==> src/design/contour_sampson_ellipse_check_assert.svh <==
// assertion macros for the conic fit check block
`ifndef CONTOUR_SAMPSON_ELLIPSE_CHECK_ASSERT_SVH
`define CONTOUR_SAMPSON_ELLIPSE_CHECK_ASSERT_SVH

`ifndef NO_ASSERTIONS
// same-cycle implication, sampled on clk, off during reset
`define CSEC_ASSERT_NOW(lbl, ante, cons) \
  lbl: assert property (@(posedge clk) disable iff (!rst_n) (ante) |-> (cons)) \
    else $error("csec assertion failed");
// next-cycle implication
`define CSEC_ASSERT_NEXT(lbl, ante, cons) \
  lbl: assert property (@(posedge clk) disable iff (!rst_n) (ante) |=> (cons)) \
    else $error("csec assertion failed");
`else
`define CSEC_ASSERT_NOW(lbl, ante, cons)
`define CSEC_ASSERT_NEXT(lbl, ante, cons)
`endif

`endif

==> src/design/csec_pkg.sv <==
// shared types and constants for the conic fit check block
`timescale 1ns / 1ps
`default_nettype none
package csec_pkg;

  localparam int PT_W    = 12;   // coordinate field width
  localparam int COEF_W  = 48;   // signed Q15.32 coefficient
  localparam int LIM_W   = 32;
  localparam int DIST_W  = 32;   // unsigned Q16.16 distance
  localparam int SUM_W   = 44;
  localparam int DG_W    = 8;    // multiplier digit width
  localparam int XD      = 2;    // digits of a coordinate
  localparam int XI_W    = 1;
  localparam int AX_W    = 62;   // gradient half terms
  localparam int AXD     = 8;
  localparam int AXI_W   = 3;
  localparam int Q_W     = 76;   // conic value
  localparam int QD      = 10;
  localparam int QI_W    = 4;
  localparam int A_W     = 76;   // multiplier wide operand
  localparam int ACC_W   = 150;
  localparam int Q2_W    = 148;
  localparam int S_W     = 121;  // sum of squared gradient halves
  localparam int DIV_NW  = 160;
  localparam int DIV_DW  = 121;
  localparam int DIV_SH  = 12;   // q^2 * 2^12 / s gives the Q16.16 distance
  localparam int ADDR_W  = 6;
  localparam int PDATA_W = 64;
  localparam int STEP_W  = 5;

  localparam logic [DIST_W-1:0] DIST_TOP = '1;
  localparam logic [SUM_W-1:0]  SUM_TOP  = '1;
  localparam logic [LIM_W-1:0]  AVG_RST  = 32'd131072;
  localparam logic [LIM_W-1:0]  MAXL_RST = 32'd327680;

  // last step and capture step of each sequencer phase
  localparam logic [STEP_W-1:0] AX_LAST = STEP_W'(2 * XD);
  localparam logic [STEP_W-1:0] AX_END  = STEP_W'(2 * XD + 1);
  localparam logic [STEP_W-1:0] QV_LAST = STEP_W'(4 * XD);
  localparam logic [STEP_W-1:0] QV_END  = STEP_W'(4 * XD + 1);
  localparam logic [STEP_W-1:0] Q2_END  = STEP_W'(QD);
  localparam logic [STEP_W-1:0] SQ_END  = STEP_W'(2 * AXD);

  typedef enum logic [2:0] {
    REG_XX   = 3'd0,
    REG_XY   = 3'd1,
    REG_X1   = 3'd2,
    REG_YY   = 3'd3,
    REG_Y1   = 3'd4,
    REG_11   = 3'd5,
    REG_AVGL = 3'd6,
    REG_MAXL = 3'd7
  } reg_idx_t;

  typedef struct packed {
    logic en;
    logic clr;
    logic shift;
  } mac_op_t;

  typedef struct packed {
    logic start;
    logic zero_top;
  } div_req_t;

  typedef struct packed {
    logic done;
  } div_rsp_t;

  function automatic logic signed [A_W-1:0] ext_coef(input logic [COEF_W-1:0] c);
    return A_W'($signed(c));
  endfunction

endpackage
`default_nettype wire

==> src/design/csec_mac.sv <==
// shared digit-serial multiply-accumulate unit
`timescale 1ns / 1ps
`default_nettype none
module csec_mac import csec_pkg::*; (
  input  wire logic                    clk,
  input  wire mac_op_t                 op,
  input  wire logic signed [A_W-1:0]   a,
  input  wire logic [DG_W-1:0]         digit,
  output logic signed [ACC_W-1:0]      acc
);

  logic signed [ACC_W-1:0]     acc_r;
  logic signed [ACC_W-1:0]     acc_nxt;
  logic signed [ACC_W-1:0]     base;
  logic signed [A_W+DG_W:0]    prod;

  always_comb begin
    prod = a * $signed({1'b0, digit});
    if (op.clr) begin
      base = '0;
    end else if (op.shift) begin
      base = acc_r <<< DG_W;   // horner step, one digit up
    end else begin
      base = acc_r;
    end
    acc_nxt = base + ACC_W'(prod);
  end

  always_ff @(posedge clk) begin
    if (op.en) begin
      acc_r <= acc_nxt;
    end
  end

  assign acc = acc_r;

endmodule
`default_nettype wire

==> config.mk <==
export PLATFORM = sky130hd
export DESIGN_NAME = csec_mac
export DESIGN_NICKNAME = d
export VERILOG_FILES = /design/src/design/contour_sampson_ellipse_check_assert.svh /design/src/design/csec_pkg.sv /design/src/design/csec_mac.sv
export SDC_FILE = /design/constraint.sdc
export NUM_CORES = 2
export LEC_CHECK = 0
export BUFFER_PORTS_ARGS = -buffer_cell sky130_fd_sc_hd__buf_2
export CORE_AREA = 2 2 277 388
export DETAILED_ROUTE_END_ITERATION = 10
export DIE_AREA = 0 0 279 390
export PLACE_DENSITY_LB_ADDON = 0.12
export REMOVE_ABC_BUFFERS = 1
export SYNTH_ARGS = -nofsm -noshare
export SYNTH_HDL_FRONTEND = slang
export SYNTH_SLANG_ARGS = --single-unit
==> constraint.sdc <==
create_clock -name clk -period 11.1 [get_ports clk]
set_input_delay 1.11 -clock clk [delete_from_list [all_inputs] [get_ports clk]]
set_output_delay 1.11 -clock clk [all_outputs]
set_load 0.01 [all_outputs]
Word-level counts from Yosys, hierarchy flattened
Cells that the tools add are included.
{"block": "word_totals", "rom_bits": 0, "word_cells": 5, "latch_bits": 0, "mem_bits_rw": 0, "reg_bits": 150, "mem_count": 0}
{"block": "op_classes", "div_mod_pow": 0, "n_addsub": 1, "n_shift": 0, "mul": 1, "n_eq_ne": 0, "n_reduce_logical": 0, "order_cmp": 0, "muxes": 2, "bitwise_logic": 0}
{"cell": "150-bit 2-to-1 mux", "count": 2}
{"cell": "150-bit by 85-bit adder with 150-bit output", "count": 1}
{"cell": "76-bit by 9-bit multiplier with 85-bit output", "count": 1}

Logic depth before layout (Yosys ltp)
{"block": "logic_depth", "word_depth": 3, "depth_mapped": 26, "ltp_nobuf": 24}

Least setup slack after synthesis
Ideal clock, no wire load.
{"block": "synth_timing", "kind": "in2reg", "startpoint": "input port digit[2]", "endpoint": "register acc_r[127], in the netlist acc[127], data pin", "arrival_ns": 9.289, "t_required_ns": 10.835, "path_slack_ns": 1.546, "path_stages": 22, "cell_sequence": "clkbuf_1 -> clkbuf_1 -> nand2_1 -> fa_1 -> inv_1 -> fa_1 -> fa_1 -> inv_1 -> fa_1 -> inv_1 -> fa_1 -> ha_1 -> clkbuf_1 -> a21o_1 -> o21bai_1 -> a2111oi_0 -> o311ai_1 -> a31o_2 -> a31o_2 -> a21boi_1 -> o21ai_1 -> xor2_1"}
{"block": "synth_between", "elab_chain_len": 2}
{"element": "start, declared", "line": "csec_mac.sv:8", "text": "input wire logic [DG_W-1:0] digit,"}
{"element": "76-bit by 9-bit multiplier with 85-bit output", "line": "csec_mac.sv:18", "text": "prod = a * $signed({1'b0, digit});"}
{"element": "150-bit by 85-bit adder with 150-bit output", "line": "csec_mac.sv:26", "text": "acc_nxt = base + ACC_W'(prod);"}
{"element": "net acc_nxt[127]", "line": "csec_mac.sv:13", "text": "logic signed [ACC_W-1:0] acc_nxt;"}
{"element": "end signal, assigned", "line": "csec_mac.sv:31", "text": "acc_r <= acc_nxt;"}
{"element": "end, declared", "line": "csec_mac.sv:12", "text": "logic signed [ACC_W-1:0] acc_r;"}
The timed path passes the listed nets, and every way through them passes these cells.
A chain may end at the register's enable or synchronous reset.

Worst setup path after layout
Ends and elaborated chain as after synthesis.

==> PnR_summary.wiki <==
{| class="wikitable"
! Metric !! Value
|-
| Result of the run || complete, no violations
|-
| Top post-synthesis cells by area || sky130_fd_sc_hd__fa_1 (34%), sky130_fd_sc_hd__edfxtp_1 (13%), sky130_fd_sc_hd__ha_1 (8.6%), sky130_fd_sc_hd__and2_1 (6.3%), sky130_fd_sc_hd__inv_1 (5.0%)
|-
| Critical path capture point type || flop
|-
| Setup clock skew after layout || ~29 ps
|-
| Crit-path max cell delay || between 800 and 900 ps
|-
| Seq/Total Area, Yosys || 0.127
|-
| CTS clock-pin slew for the worst setup and hold paths || 90 ps
|-
| Crit path required time || 11380 ps
|-
| Type of the setup path with the least slack || input port to flop
|-
| Residual DRC count || 0
|-
| Number of global-route vias before repair || 30900
|-
| Residual antenna-violating net count after detailed routing || 0
|-
| Final period util || 0.834
|-
| GRT Resource Usage Total || 0.229
|-
| Worst Setup Start Kind || input port
|-
| Vias || 28400
|-
| Die area || around 110000 um2
|-
| Layout fillers || roughly 11000
|-
| Post-synth top area share || 0.344
|-
| Number of setup buffers added after CTS || 0
|-
| Netlist area before placement || 35500 um2
|-
| Family with the most delay on the worst path || adder cells
|-
| RSZ-0062 raised after global routing || false
|-
| GPL Wtd Cong || 0.892
|-
| # diodes || 0
|-
| Number of DRC markers in iteration 0 || approximately 1400
|-
| Worst min-delay path category || flop to flop
|-
| Total length of routed wires || 122 mm
|-
| List of cells traversed by the critical path || buf_2 -> buf_12 -> nand2_1 -> fa_1 -> inv_1 -> fa_1 -> fa_1 -> inv_1 -> fa_1 -> clkinv_2 -> buf_4 -> fa_1 -> ha_1 -> a21o_1 -> o21bai_1 -> a2111oi_0 -> o311ai_1 -> a31o_2 -> a31o_2 -> a21boi_1 -> o21ai_1 -> xor2_1
|-
| Total number of nets in the final design || 4961
|-
| Most frequently used flop master after synthesis || sky130_fd_sc_hd__edfxtp_1
|-
| Post-synth EDFFs || 150
|-
| Pin count of the biggest net entering global routing || 82
|-
| Cell depth of the worst min-delay path || 2
|-
| Number of clock sinks || 150
|-
| Clock Latency Late Sink || 520 ps
|-
| Crit path max fanout || 29
|-
| Worst R2R Setup Slack || approximately 5200 ps
|-
| Row Count || between 100 and 150
|-
| Total CTS buffers || 17
|-
| Number of optimization iterations in the first detailed-route pass || 7
|-
| Fmax achieved || about 110 MHz
|-
| Htree depth || 4
|-
| Clock tree from TritonCTS || yes
|-
| Share of cells above drive strength 1 || 0.0923
|-
| Beginning of the worst register-to-register path || acc[54]
|-
| Post-detailed-placement half-perimeter wirelength || 102 mm
|-
| Total of warnings raised by yosys || 0
|-
| Via-per-instance ratio || about 5.3
|-
| Worst Path Buf+Inv || 6
|-
| Synth cell types || slightly above 70
|-
| Global-route wire length before repair || 190 mm
|-
| CTS root buffer || sky130_fd_sc_hd__clkbuf_16
|-
| Slew HR || 0.249
|-
| Startpoint of the worst hold path || acc[0]
|-
| X dimension of the die || between 200 and 300 um
|-
| Max-slew violation total from the final report || 0
|-
| Number of primary I/O pins || approximately 240
|-
| Most common cell after layout, fill and taps aside || sky130_fd_sc_hd__fa_1
|-
| Most frequent cells in the layout || sky130_fd_sc_hd__fa_1 (610), sky130_fd_sc_hd__inv_1 (470), sky130_fd_sc_hd__nand2_1 (449)
|-
| Register-to-Register Path Depth || 16
|-
| Hold buffers post-CTS || 0
|-
| Maxcap violations || 0
|-
| Setup total negative slack || 0 ps
|-
| Hold endpoint || acc[0]
|-
| Number of flip-flops in the largest register || 150
|-
| Average routed wire per standard cell || 22.6 um
|-
| CP Data Arrival Time || 9530 ps
|-
| Yosys reg bits || 150
|-
| Synthesized area per cell || roughly 9.1 um2
|-
| Initial antenna violation count || 5
|-
| Number of gates given a new drive strength after cts || 0
|-
| Final global-route overflow total || 0
|-
| CP most frequent cell || sky130_fd_sc_hd__fa_1
|-
| Growth of design area from synthesis to finish || 8.58%
|-
| Initial core utilization || 0.337
|-
| Max Root-Sink Buffers || 2
|-
| Cell with the biggest individual delay on the critical path || sky130_fd_sc_hd__a2111oi_0
|-
| Most area-hungry cell type in the Yosys netlist || sky130_fd_sc_hd__fa_1
|-
| Slew @ Worst Pin || roughly 1100 ps
|-
| Core Region || 105000 um2
|-
| Shortest clock period the worst path allows after layout || 9260 ps
|-
| Count of input and output buffers || 237
|-
| Capture instance of the worst register-to-register path || acc[127]
|-
| Number of hold violations in the final report || 0
|-
| Die height || 390 um
|-
| Share of async-settable or async-resettable flops after synthesis || 0
|-
| Number of instances in the synthesized netlist || 3916
|-
| Final setup vio count || 0
|}
-- through the flow --
stage	instance area (um2)	utilization	instances	hold WS, ps	setup WS (ps)
2_1_floorplan	34800	-	3736	732	2070
3_5_place_dp	38000	0.361	5359	776	1240
6_report	38500	0.366	5389	786	1840
3_3_place_gp	38000	0.361	5359	786	1160
4_1_cts	38500	0.366	5389	798	1750
5_1_grt	38500	0.366	5389	857	1370
-- how the worst max path moves through the flow --
stage	startpoint	to	slack (ps)	depth (start not counted)
floorplan	a[75]	acc[127]	2070	19
global placement	digit[2]	acc[127]	1160	22
detailed placement	digit[2]	acc[127]	1240	22
CTS	digit[2]	acc[127]	1750	22
global route	digit[2]	acc[127]	1370	22
finish	digit[2]	acc[127]	1840	22
-- cells by family after synthesis --
logic type / count (synthesis) / synth area share
flops: 150 / 0.127
simple gates: 1308 / 0.182
xor+xnor: 145 / 0.0358
compound gates: 664 / 0.115
mux: 144 / 0.0406
fa+ha+maj: 853 / 0.430
buf+inv: 652 / 0.0693
-- worst reg2reg max path: stages (launching register included) --
cell	delay, ps
sky130_fd_sc_hd__edfxtp_1	620
sky130_fd_sc_hd__mux2i_1	200
sky130_fd_sc_hd__or2_2	330
sky130_fd_sc_hd__fa_1	530
sky130_fd_sc_hd__inv_1	40
sky130_fd_sc_hd__ha_1	400
sky130_fd_sc_hd__a21oi_1	230
sky130_fd_sc_hd__o21ai_0	150
sky130_fd_sc_hd__a21oi_1	230
sky130_fd_sc_hd__o221ai_1	240
sky130_fd_sc_hd__a2111oi_0	1000
sky130_fd_sc_hd__o311ai_1	430
sky130_fd_sc_hd__a31o_2	400
sky130_fd_sc_hd__a31o_2	320
sky130_fd_sc_hd__a21boi_1	290
sky130_fd_sc_hd__o21ai_1	140
sky130_fd_sc_hd__xor2_1	160
-- Yosys cell counts (all sizes together) (57+ instances only) --
library cell / n
nor2: 225
fa: 610
or2: 62
inv: 472
xor2: 57
a21oi: 245
clkbuf: 169
ha: 243
edfxtp: 150
and2: 356
o21ai: 153
xnor2: 88
a21o: 78
nand4: 79
mux2i: 144
nand2: 449
-- per-layer routing --
layer,wire (um),vias up,track usage
met3,3480,115,0.0209
met5,0,-,0
met1,50300,14700,0.282
li1,-,13000,-
met4,3170,0,0.0588
met2,64800,577,0.426
-- cell type report --
type | instances | area [um2] | area share
clock inverter | 12 | 106 | 0.00276
timing repair buffer | 265 | 1490 | 0.0387
inverter | 472 | 1780 | 0.0461
tap | 1358 | 1700 | 0.0441
sequential | 150 | 4500 | 0.117
multi-input combinational | 3114 | 28500 | 0.740
clock buffer | 18 | 429 | 0.0111
Power is left out: the tool's default activity adds up to more than one toggle a clock period on the data nets, which glitch-free logic cannot reach.
